## src/khts_pkg.sv

```systemverilog
// Package for the keyed hash table store: shared constants, result and
// operation codes, and the command and status structs between controller
// and datapath. No dependencies.
`default_nettype none

package khts_pkg;

    localparam int OP_W      = 2;
    localparam int KEY_W     = 31;
    localparam int VALUE_W   = 64;
    localparam int STATUS_W  = 3;

    localparam int KEY_PAD_W  = 32;

    typedef logic [OP_W-1:0]     op_t;
    typedef logic [STATUS_W-1:0] status_t;

    localparam op_t OP_INSERT = 2'd0;
    localparam op_t OP_REMOVE = 2'd1;
    localparam op_t OP_SEARCH = 2'd2;

    localparam status_t ST_INSERTED  = 3'd0;
    localparam status_t ST_REPLACED  = 3'd1;
    localparam status_t ST_REMOVED   = 3'd2;
    localparam status_t ST_NOT_FOUND = 3'd3;
    localparam status_t ST_FOUND     = 3'd4;
    localparam status_t ST_FULL      = 3'd5;

    typedef struct packed {
        logic clr_step;
        logic load;
        logic mod_step;
        logic rd;
        logic commit;
    } khts_cmd_t;

    typedef struct packed {
        logic clr_last;
    } khts_sts_t;

endpackage

`default_nettype wire

```

## src/khts_ctrl.sv

```systemverilog
// Controller state machine of the keyed hash table store.
// Depends on khts_pkg for the command and status structs.
`default_nettype none

module khts_ctrl (
    input  wire logic               clk,
    input  wire logic               rst_n,
    input  wire logic               start,
    input  wire khts_pkg::khts_sts_t sts,
    output logic                    busy,
    output khts_pkg::khts_cmd_t     cmd
);

    typedef enum logic [4:0] {
        S_CLEAR = 5'b00001,
        S_IDLE  = 5'b00010,
        S_MOD   = 5'b00100,
        S_READ  = 5'b01000,
        S_CMP   = 5'b10000
    } state_t;

    state_t state_reg;
    state_t state_next;

    always_ff @(posedge clk or negedge rst_n)
    begin
        if (!rst_n)
        begin
            state_reg <= S_CLEAR;
        end
        else
        begin
            state_reg <= state_next;
        end
    end

    always_comb
    begin
        state_next = state_reg;
        cmd        = '0;
        case (state_reg)
            S_CLEAR:
            begin
                cmd.clr_step = 1'b1;
                if (sts.clr_last)
                begin
                    state_next = S_IDLE;
                end
            end
            S_IDLE:
            begin
                if (start)
                begin
                    cmd.load   = 1'b1;
                    state_next = S_MOD;
                end
            end
            S_MOD:
            begin
                cmd.mod_step = 1'b1;
                state_next   = S_READ;
            end
            S_READ:
            begin
                cmd.rd     = 1'b1;
                state_next = S_CMP;
            end
            S_CMP:
            begin
                cmd.commit = 1'b1;
                state_next = S_IDLE;
            end
            default:
            begin
                state_next = S_CLEAR;
            end
        endcase
    end

    assign busy = (state_reg != S_IDLE);

endmodule

`default_nettype wire

```

## config.mk

```make
export PLATFORM = sky130hd
export DESIGN_NAME = khts_ctrl
export DESIGN_NICKNAME = d
export VERILOG_FILES = /design/src/khts_pkg.sv /design/src/khts_ctrl.sv
export SDC_FILE = /design/constraint.sdc
export NUM_CORES = 1
export LEC_CHECK = 0
export BUFFER_PORTS_ARGS = -buffer_cell sky130_fd_sc_hd__buf_2
export CAP_MARGIN = 20
export CORE_AREA = 2 2 39 41
export CTS_CLUSTER_SIZE = 30
export DETAILED_ROUTE_END_ITERATION = 16
export DIE_AREA = 0 0 41 43
export GPL_ROUTABILITY_DRIVEN = 0
export MAX_ROUTING_LAYER = met4
export PLACE_DENSITY_LB_ADDON = 0.15
export SYNTH_ARGS = -nofsm -noshare
export SYNTH_HDL_FRONTEND = slang
export SYNTH_SLANG_ARGS = --single-unit
```

## constraint.sdc

```tcl
create_clock -name clk -period 1.7 [get_ports clk]
set_input_delay 0.34 -clock clk [delete_from_list [all_inputs] [get_ports clk]]
set_output_delay 0.34 -clock clk [all_outputs]
set_load 0.03 [all_outputs]
```

-- Word level (Yosys, flattened, before mapping)
Index checks and enable logic that the tools add are counted.
- register bits: 5
- latch bits: 0
- RAM bits: 0
- memory bits (read-only): 0
- input port bits: 4
- output and inout port bits: 6
- memories: 0
- add/subtract/negate cells: 0
- multiply operators: 0
- div/mod/pow operators: 0
- $lt $le $gt $ge: 0
- eq/ne operators: 8
- shift operators: 0
- mux-type cells: 9
- bitwise logic cells: 0
- reductions and logical operators: 1
- operators with widths (cell ; count):
    one-hot mux 5 bit (5 select lines) ; 1
    two-way mux 5 bit ; 2
    two-way mux 1 bit ; 6
    == test 5 x 1 -> 1 bit (second input constant) ; 1
    == test 5 x 2 -> 1 bit (second input constant) ; 1
    == test 5 x 3 -> 1 bit (second input constant) ; 1
    == test 5 x 4 -> 1 bit (second input constant) ; 1
    == test 5 bit (second input constant) ; 1
    != test 5 x 2 -> 1 bit (second input constant) ; 1
    != test 2 bit (second input constant) ; 2
    AND reduction 2 bit ; 1

-- Logic depth before layout (Yosys ltp)
Gate-level depths: netlist (run 1).
- word-level depth: 3
- mapped depth: 4
- gate-level depth less buffers: 3

-- Worst setup path after synthesis (run 1)
No wires, ideal clock.
- path kind: register -> output
- start point: register state_reg[4]
- end point: output cmd[3] (netlist name)
- arrival: 1138 ps
- path slack: 222 ps
- cell stages (with the launch flop): 4
- buffers on the path: 1
- path through: dfrtp_1 buf_6 nor4_4 and2_1
- RTL lines (item ; line ; text):
    start: declaration ; khts_ctrl.sv:22 ; state_t state_reg;
    start signal: assignment ; khts_ctrl.sv:33 ; state_reg <= state_next;
    end: declaration ; khts_ctrl.sv:11 ; output khts_pkg::khts_cmd_t cmd

==> metrics.txt, run 1 <==
Slew Limit Fails=0; die outline area=1760 µm²; H-tree depth=1; #FFs+latches synth=5; pin count of the biggest net entering global routing=11; Setup-failing EPs final=0; hpwl dp=476 µm; commonest non-fill, non-tap cell in the layout=buf_2; syn nets=38; Hold Path Class=in -> reg; clock slew at reported path FFs=0.04 ns; Worst R2R Start=state_reg[0]; RR Endpoint=state_reg[0]; syn_area_per_cell=9.72 µm²; Simple-Gate Fraction of Synth Area=42.4%; synthesized cell area=330 µm²; die width=41 µm; cell row count=14; pwr dens=1340 nW/µm²; Post-Synthesis Cells=34; Cell variety after synth=22; routed via count=295; Area Growth Syn to Fin=43.2%; Synth Area in Compound Gates=8.33%; required time of the critical path=1.36 ns; WL final=710 µm; post-synthesis mux area share=0%; sequential element share of the synthesized area=38.3%; number of routed nets with antenna violations=0; drt drc=0; dpl cells=56; Worst setup SP type=register; nets=55; Layout Utilization=34.2%; max reg flops=5; number of global-route vias before repair=255; reg2reg setup slack=0.56 ns; Power Total=0.633 mW; TritonRoute pass-1 iters=2; Hold Fails Final Rpt=0; Worst-Skew Late Latency=0.24 ns; I/O pin cnt=10; combinational family with the most area after synthesis=simple AND/OR/NAND/NOR gates; Critical path origin=state_reg[4]; Synth Area in XOR/XNOR=2.65%; Max Freq=600 MHz; drt initial violations=2; skew final=0.00234 ns; first-pass GRT wire length=1030 µm; CP Capture Type=primary output; Tmin final=1.67 ns; critical path class=reg -> out; CTS tree=yes; root buffer cell=clkbuf_4; cell count of the worst reg-to-reg path=4; share of layout cells above drive strength 1=54.0%; CP Max Fanout=6; end of the critical path=cmd[3]; Synth Area in Adders=0%; TNS Setup=0 ns; Worst slew margin=78.7%; chip height=43 µm; RSZ-0062 raised after global routing=yes; fill count=144; CP arrival=1.33 ns; clock tree sinks=5; worst ir drop on vdd=0.641 mV; Register Area=129 µm²; vias per cell=4.47; synth warn=0; antenna violations before repair=0; max_cap viols=0; status=finished, final reports clean; most frequent cells in the layout=buf_2, and3_1, buf_4; Antenna diodes=0; fin crit share=98.1%; Finished Layout Cells=66; maximum clock path buffer count=2; worst slew pin tran=0.320 ns; area occupied by multi-input gates=191 µm²; global route total overflow=0; Initial Util=23.9%; port bufs=9; Core Area=1380 µm²; WL/cell=10.8 µm; CTS buffer count=3; Total Routing Usage GR=9.21%; leak pwr=0.256 nW
[routing by layer]
| layer | global-route usage (%) | routed length (µm) | vias to the layer above |
|---|---|---|---|
| li1 | - | - | 149 |
| met1 | 10.5 | 307 | 140 |
| met2 | 13.1 | 354 | 6 |
| met3 | 6.28 | 47 | 0 |
| met4 | 2.00 | 0 | 0 |
| met5 | - | 0 | - |
[timing repair]
item / CTS / global route
gates resized for setup: 6 / 4
endpoints found under the hold margin: 4 / 0
endpoints found under the setup margin: 3 / 6
gates cloned: 0 / 0
pin swaps: 1 / 2
hold buffers: 1 / 0
buffers inserted: 4 / 1
[cell type report]
class	count	area share [%]
multi-input cells	25	40.5
flip-flops and latches	5	27.2
repair buffers	15	21.7
clock buffers	4	5.56
well taps	16	4.23
inverters	1	0.794
[kinds of logic after synthesis]
| logic type | Yosys count |
|---|---|
| flip-flops | 5 |
| XOR/XNOR | 1 |
| buffers and inverters | 4 |
| AO/OA/AOI/OAI | 4 |
| AND/OR/NAND/NOR | 20 |
[report_power, final]
part           switching (mW)  total (mW)  internal, mW  leakage, nW
registers              0.0387       0.194         0.155       0.0618
clock network          0.0457       0.134        0.0885       0.0150
logic                   0.152       0.305         0.153        0.179
[critical path: stages (launching register included)]
cell and delay (ns):
dfrtp_2 0.46, nor4_4 0.32, and2_1 0.18, buf_6 0.13
[synth_stat cells]
cell type | count | share of area (%)
a21oi_1 | 1 | 1.5
and2_1 | 2 | 3.8
and3_1 | 4 | 7.6
and3_2 | 1 | 2.3
and3b_1 | 1 | 2.7
and4b_1 | 1 | 3.0
buf_2 | 1 | 1.5
buf_4 | 1 | 2.3
buf_6 | 1 | 3.4
dfrtp_1 | 4 | 30
dfstp_2 | 1 | 8.0
inv_1 | 1 | 1.1
nand2b_1 | 2 | 3.8
nand3b_1 | 1 | 2.3
nor2_1 | 4 | 4.5
nor3_1 | 2 | 3.0
nor3_2 | 1 | 3.0
nor4_4 | 1 | 6.4
o211a_1 | 1 | 3.0
o21a_1 | 1 | 2.3
o21ai_0 | 1 | 1.5
xor2_1 | 1 | 2.7
[stage by stage]
stage | hold WS (ns) | instance area [µm²] | setup WS [ns]
2_1_floorplan | 0.0444 | 330 | 0.222
3_3_place_gp | 0.163 | 372 | 0.163
3_5_place_dp | 0.160 | 372 | 0.146
4_1_cts | 0.336 | 455 | -0.00716
5_1_grt | 0.349 | 473 | -0.0137
6_report | 0.342 | 473 | 0.0319
[how the worst min path moves through the flow]
stage                   endpoint  slack [ns]  start  depth (start not counted)
finish              state_reg[2]        0.34  start                          2
global placement    state_reg[3]        0.16  rst_n                          1
floorplan           state_reg[1]        0.04  rst_n                          0
global route        state_reg[2]        0.35  start                          2
detailed placement  state_reg[2]        0.16  rst_n                          1
CTS                 state_reg[2]        0.34  start                          2
Note: power is estimated with default switching activity, not from simulation.
==> inputs of run 2 (changes only) <==
- ABC_AREA: not set -> 1
==> run 2 against run 1 <==
Compared with the run above: critical path type unchanged; wire length shrank 18%; die area unchanged; fmax increased by 4.3%; largest power group unchanged; design area fell by 15%; count of clock-buffer cells in the layout unchanged; via count is 8.5% lower.
==> metrics.txt, run 2 <==
pin count of the biggest net entering global routing=7 (-4); Total Routing Usage GR=9.54% (+0.33 points); Initial Util=21.8% (-2.1 points); Tmin final=1.60 ns (-0.0693 ns); crit path cell chain=nor2_4 -> nand3_2 -> nor2_1 -> buf_2; Placed Area=367 µm² (-1.3%); clock slew at reported path FFs=0.04 ns (about the same); CTS tree=yes; first-pass GRT wire length=1010 µm (-1.4%); critical path class=reg -> out; Power Total=0.630 mW (-0.50%); fin crit share=94.0% (-4.1 points); synth warn=0 (unchanged); Antenna diodes=0 (unchanged); Worst slew margin=87.7% (+9.0 points); count leader, synth=inv_1; Sequential Power Share=31.4% (+0.8 points); max_cap viols=0 (unchanged); port bufs=9 (unchanged); root buffer cell=clkbuf_4; sequential element share of the synthesized area=41.9% (+3.7 points); post-synthesis mux area share=0% (unchanged); most common flop cell mapped by yosys=dfrtp_1; cell count of the worst reg-to-reg path=4 (unchanged); Simple-Gate Fraction of Synth Area=40.2% (-2.2 points); Synth Area in Adders=0% (unchanged); Clock power frac=20.9% (-0.3 points); routed via count=270 (-8.5%); RSZ-0062 raised after global routing=no; skew final=0.00333 ns (+0.000987 ns); syn nets=42 (+11%); share of layout cells above drive strength 1=40.4% (-14 points); die width=41 µm (unchanged); Area Growth Syn to Fin=33.6%; WL final=580 µm (-18%); Crit path largest cell delay=0.41 ns (-0.05 ns); internal power=0.356 mW (-10%); Synth Area in Compound Gates=5.39% (-2.9 points); TritonRoute pass-1 iters=4 (+2); Worst R2R Start=state_reg[0]; post-CTS sizing=0 (-6); min-delay src=start; antenna violations before repair=0 (unchanged); dpl cells=63 (+13%); leak pwr=0.255 nW (-0.23%); drt drc=0 (unchanged); slowest CP cell=dfrtp_1; drt initial violations=7 (+5); maximum clock path buffer count=2 (unchanged); post-synthesis async set-or-reset flop share=100% (unchanged); Comb power frac=47.7% (-0.5 points); Hold Path Class=in -> reg; number of routed nets with antenna violations=0 (unchanged); setup bufs post-CTS=0 (-4); commonest non-fill, non-tap cell in the layout=inv_1; CP arrival=1.26 ns (-0.07 ns); CP Max Fanout=6 (unchanged); Slew Limit Fails=0 (unchanged); syn_area_per_cell=7.94 µm² (-18%); Max Freq=625 MHz (+4.3%); synthesized cell area=302 µm² (-8.7%); Setup-failing EPs final=0 (unchanged); Post-synth EDFFs=0 (unchanged); WL/cell=8.53 µm (-21%); Min Hold Slack=0.388 ns (+0.0459 ns); hpwl dp=462 µm (-2.8%); CP Capture Type=primary output; P_sw=0.273 mW (+15%); Synth Area in XOR/XNOR=0% (-2.7 points); Worst-Skew Late Latency=0.24 ns (about the same); TNS Setup=0 ns (unchanged); H-tree depth=1 (unchanged); cell row count=14 (unchanged); most frequent cells in the layout=inv_1, buf_2, nand2_1; Finished Layout Cells=68 (+3.0%); reg2reg setup slack=0.63 ns (+0.07 ns); chip height=43 µm (unchanged); WHS Path Cells=3 (+1); I/O pin cnt=10 (unchanged); Hold Fails Final Rpt=0 (unchanged); CTS buffer count=3 (unchanged); Core Area=1380 µm² (unchanged); final instance area=403 µm² (-15%); final worst slack=0.101 ns (+0.0693 ns); worst slew pin tran=0.184 ns (-0.136 ns); most frequent cells after synthesis=inv_1, nand2_1, dfrtp_1, nor2_1; vias per cell=3.97 (-11%); global route total overflow=0 (unchanged); Setup WS pre-CTS=0.338 ns (+0.193 ns); Hold Path End=state_reg[2]; status=finished, final reports clean; pwr dens=1560 nW/µm² (+17%); max reg flops=5 (unchanged); Cell variety after synth=12 (-45%); Worst setup SP type=register; die outline area=1760 µm² (unchanged); clock tree sinks=5 (unchanged); combinational family with the most area after synthesis=simple AND/OR/NAND/NOR gates; Yosys top cell area share=33.2% (+2.9 points); Post-Synthesis Cells=38 (+12%); nets=57 (+3.6%); #FFs+latches synth=5 (unchanged); number of global-route vias before repair=253 (-0.78%); switching share of power=43.4% (+6.0 points); largest area contributor in the netlist=dfrtp_1; RR Endpoint=state_reg[0]; # hold bufs at CTS=1 (unchanged); Layout Utilization=29.1% (-5.1 points); worst ir drop on vdd=0.435 mV (-32%); top post-synthesis cells by area=dfrtp_1, inv_1, nand3_2; required time of the critical path=1.36 ns (about the same)
## run 2: cell types whose count changed after synthesis, sizes merged, moves of 4 or more
cell	previous run	this run
nor2	4	8
and3	5	0
nand2	0	5
inv	1	10
nand3	0	6
## run 2: layer usage
metal	global-route usage, %	part of all wire [%]	up-vias
li1	-	-	144
met1	12.2	46	119
met2	10.6	50	5
met3	1.57	2.4	2
met4	12.0	1.4	0
met5	-	0	-
## run 2: cell families after synthesis
family / count (synthesis)
DFF: 5
AOI/OAI and AO/OA: 2
and+or+nand+nor: 21
buffers and inverters: 10
## run 2: power groups by stage
| stage | Combinational [mW] | Clock (mW) | Sequential [mW] |
|---|---|---|---|
| detailed placement | 0.304 | 0 | 0.198 |
| global route | 0.333 | 0.154 | 0.201 |
| CTS | 0.307 | 0.141 | 0.197 |
| global placement | 0.309 | 0 | 0.198 |
| floorplan | 0.242 | 0 | 0.193 |
| finish | 0.300 | 0.132 | 0.197 |
## run 2: how the worst max path moves through the flow
stage | from | endpoint | slack (ns) | cells past startpoint
2_1_floorplan | state_reg[2] | cmd[3] | 0.08 | 3
3_3_place_gp | state_reg[2] | cmd[3] | 0.33 | 4
3_5_place_dp | state_reg[2] | cmd[3] | 0.34 | 4
4_1_cts | state_reg[2] | cmd[3] | 0.07 | 4
5_1_grt | state_reg[2] | cmd[3] | 0.003 | 4
6_report | state_reg[2] | cmd[3] | 0.10 | 4
## run 2: area by class of cell
cell class	instances	area, µm²
repair buffers	10	55.1
fillers	160	981
multi-input cells	23	138
inverters	10	37.5
clock buffers	4	26.3
well taps	16	20.0
flip-flops and latches	5	126
## run 2: worst max-delay path: cells and delay by family, from the launching register on
| kind | cells | cell delay [ns] |
|---|---|---|
| buffers and inverters | 1 | 0.19 |
| flip-flops | 1 | 0.41 |
| AND/OR/NAND/NOR | 3 | 0.42 |
==> inputs of run 3 (changes only) <==
- clock period: 1.7 -> 2 ns (I/O delays scaled with it)
==> run 3 against run 2 <==
Compared with the run above: critical path depth unchanged; utilization unchanged; register-to-register slack better by 0.28 ns; critical endpoint unchanged; largest cell class unchanged.
==> metrics.txt, run 3 (synthesis gave the netlist of run 2 again) <==
port bufs=9 (unchanged); CTS tree=yes; H-tree depth=1 (unchanged); TNS Setup=0 ns (unchanged); Power Total=0.542 mW (-14%); Worst-Skew Late Latency=0.24 ns (about the same); CP Capture Type=primary output; layer with the highest usage=met4; Core Area=1380 µm² (unchanged); pin count of the biggest net entering global routing=7 (unchanged); number of global-route vias before repair=260 (+2.8%); die outline area=1760 µm² (unchanged); I/O pin cnt=10 (unchanged); Worst path top cell family by delay=simple AND/OR/NAND/NOR gates; Layout Utilization=29.1% (unchanged); Placed Area=367 µm² (unchanged); first-pass GRT wire length=1040 µm (+2.1%); fin crit share=83.4%; Crit path largest cell delay=0.41 ns (about the same); critical path class=reg -> out; Max Freq=599 MHz; commonest non-fill, non-tap cell in the layout=inv_1; required time of the critical path=1.60 ns (+0.24 ns); Worst setup SP type=register; skew final=0.00296 ns (-0.000365 ns); Buf/Inv on CP=1 (unchanged); final instance area=403 µm² (unchanged); Slew Limit Fails=0 (unchanged); crit path cell chain=nor2_4 -> nand3_2 -> nor2_1 -> buf_2; max_cap viols=0 (unchanged); met3 Resource Use GR=3.14% (+1.6 points); clock slew at reported path FFs=0.04 ns (about the same); most frequent cells in the layout=inv_1, buf_2, nand2_1; CP Max Fanout=6 (unchanged); max reg flops=5 (unchanged); worst slew pin tran=0.187 ns (+0.00335 ns); Tmin final=1.67 ns; reg2reg setup slack=0.91 ns (+0.28 ns); nets=57 (unchanged); CP arrival=1.27 ns (about the same); fill count=164 (+2.5%); WL final=592 µm (+2.1%); met2 usage=11.9% (+1.2 points); maximum clock path buffer count=2 (unchanged); post-CTS sizing=0 (unchanged); cell row count=14 (unchanged); WL/cell=8.71 µm (+2.1%); area occupied by multi-input gates=138 µm² (unchanged); RSZ-0062 raised after global routing=no; Initial Util=21.8% (unchanged); Hold Fails Final Rpt=0 (unchanged); routed via count=284 (+5.2%); hpwl dp=491 µm (+6.1%); root buffer cell=clkbuf_4; Antenna diodes=0 (unchanged); status=finished, final reports clean; Register Area=126 µm² (unchanged); Hold Path Class=in -> reg; clock tree sinks=5 (unchanged); drt drc=0 (unchanged); die width=41 µm (unchanged); Total Routing Usage GR=9.97% (+0.43 points); leak pwr=0.255 nW (unchanged); GR Util met1=11.3% (-0.95 points); global route total overflow=0 (unchanged); Area Growth Syn to Fin=33.6% (unchanged); worst ir drop on vdd=0.341 mV (-22%); TritonRoute pass-1 iters=4 (unchanged); vias per cell=4.18 (+5.2%); CTS buffer count=3 (unchanged); slowest CP cell=dfrtp_1; drt initial violations=7 (unchanged); Setup-failing EPs final=0 (unchanged); share of layout cells above drive strength 1=40.4% (unchanged); chip height=43 µm (unchanged); Worst slew margin=87.5% (-0.22 points); pwr dens=1350 nW/µm² (-14%); antenna violations before repair=0 (unchanged); number of routed nets with antenna violations=0 (unchanged)
==> run 3: worst paths after layout <==
| check | depth (start not counted) | endpoint | start |
|---|---|---|---|
| worst max-delay path | 4 | cmd[3] | state_reg[2] |
| worst min-delay path | 3 | state_reg[2] | start |
| worst max register to register | 4 | state_reg[0] | state_reg[0] |
| worst min register to register | 3 | state_reg[1] | state_reg[4] |
| max in group asynchronous | 2 | state_reg[0] | rst_n |
| min in group asynchronous | 2 | state_reg[4] | rst_n |
==> run 3: repair_timing <==
item / 4_1_cts / 5_1_grt
hold endpoints to repair: 4 / 0
setup buffers: 0 / 0
hold buffers: 1 / 0
==> run 3: worst min-delay path: stages <==
cell and delay [ns]:
buf_2 0.09, inv_1 0.08, nor2_1 0.06
==> run 3: through the flow <==
step,cells,setup WS [ns],hold WS (ns)
after floorplan,38,0.323,0.104
after global placement,63,0.576,0.220
after detailed placement,63,0.578,0.216
after CTS,68,0.308,0.442
after global routing,68,0.219,0.447
final,68,0.331,0.439
==> run 3: power by group <==
| group | switching (mW) | total [mW] | internal (mW) |
|---|---|---|---|
| Sequential | 0.0331 | 0.169 | 0.136 |
| Combinational | 0.166 | 0.257 | 0.0919 |
| Clock | 0.0402 | 0.116 | 0.0754 |
| Total | 0.239 | 0.542 | 0.303 |
==> run 3: layout make-up <==
class	count	area share (%)
Tap cell	16	4.97
Inverter	10	9.32
Clock buffer	4	6.52
Timing Repair Buffer	10	13.7
Sequential cell	5	31.4
Multi-Input combinational cell	23	34.2
==> run 3: metal layers <==
metal | part of all wire (%) | wire [µm]
met5 | 0 | 0
met1 | 44 | 258
met2 | 50 | 294
met4 | 4.4 | 26
met3 | 2.0 | 12
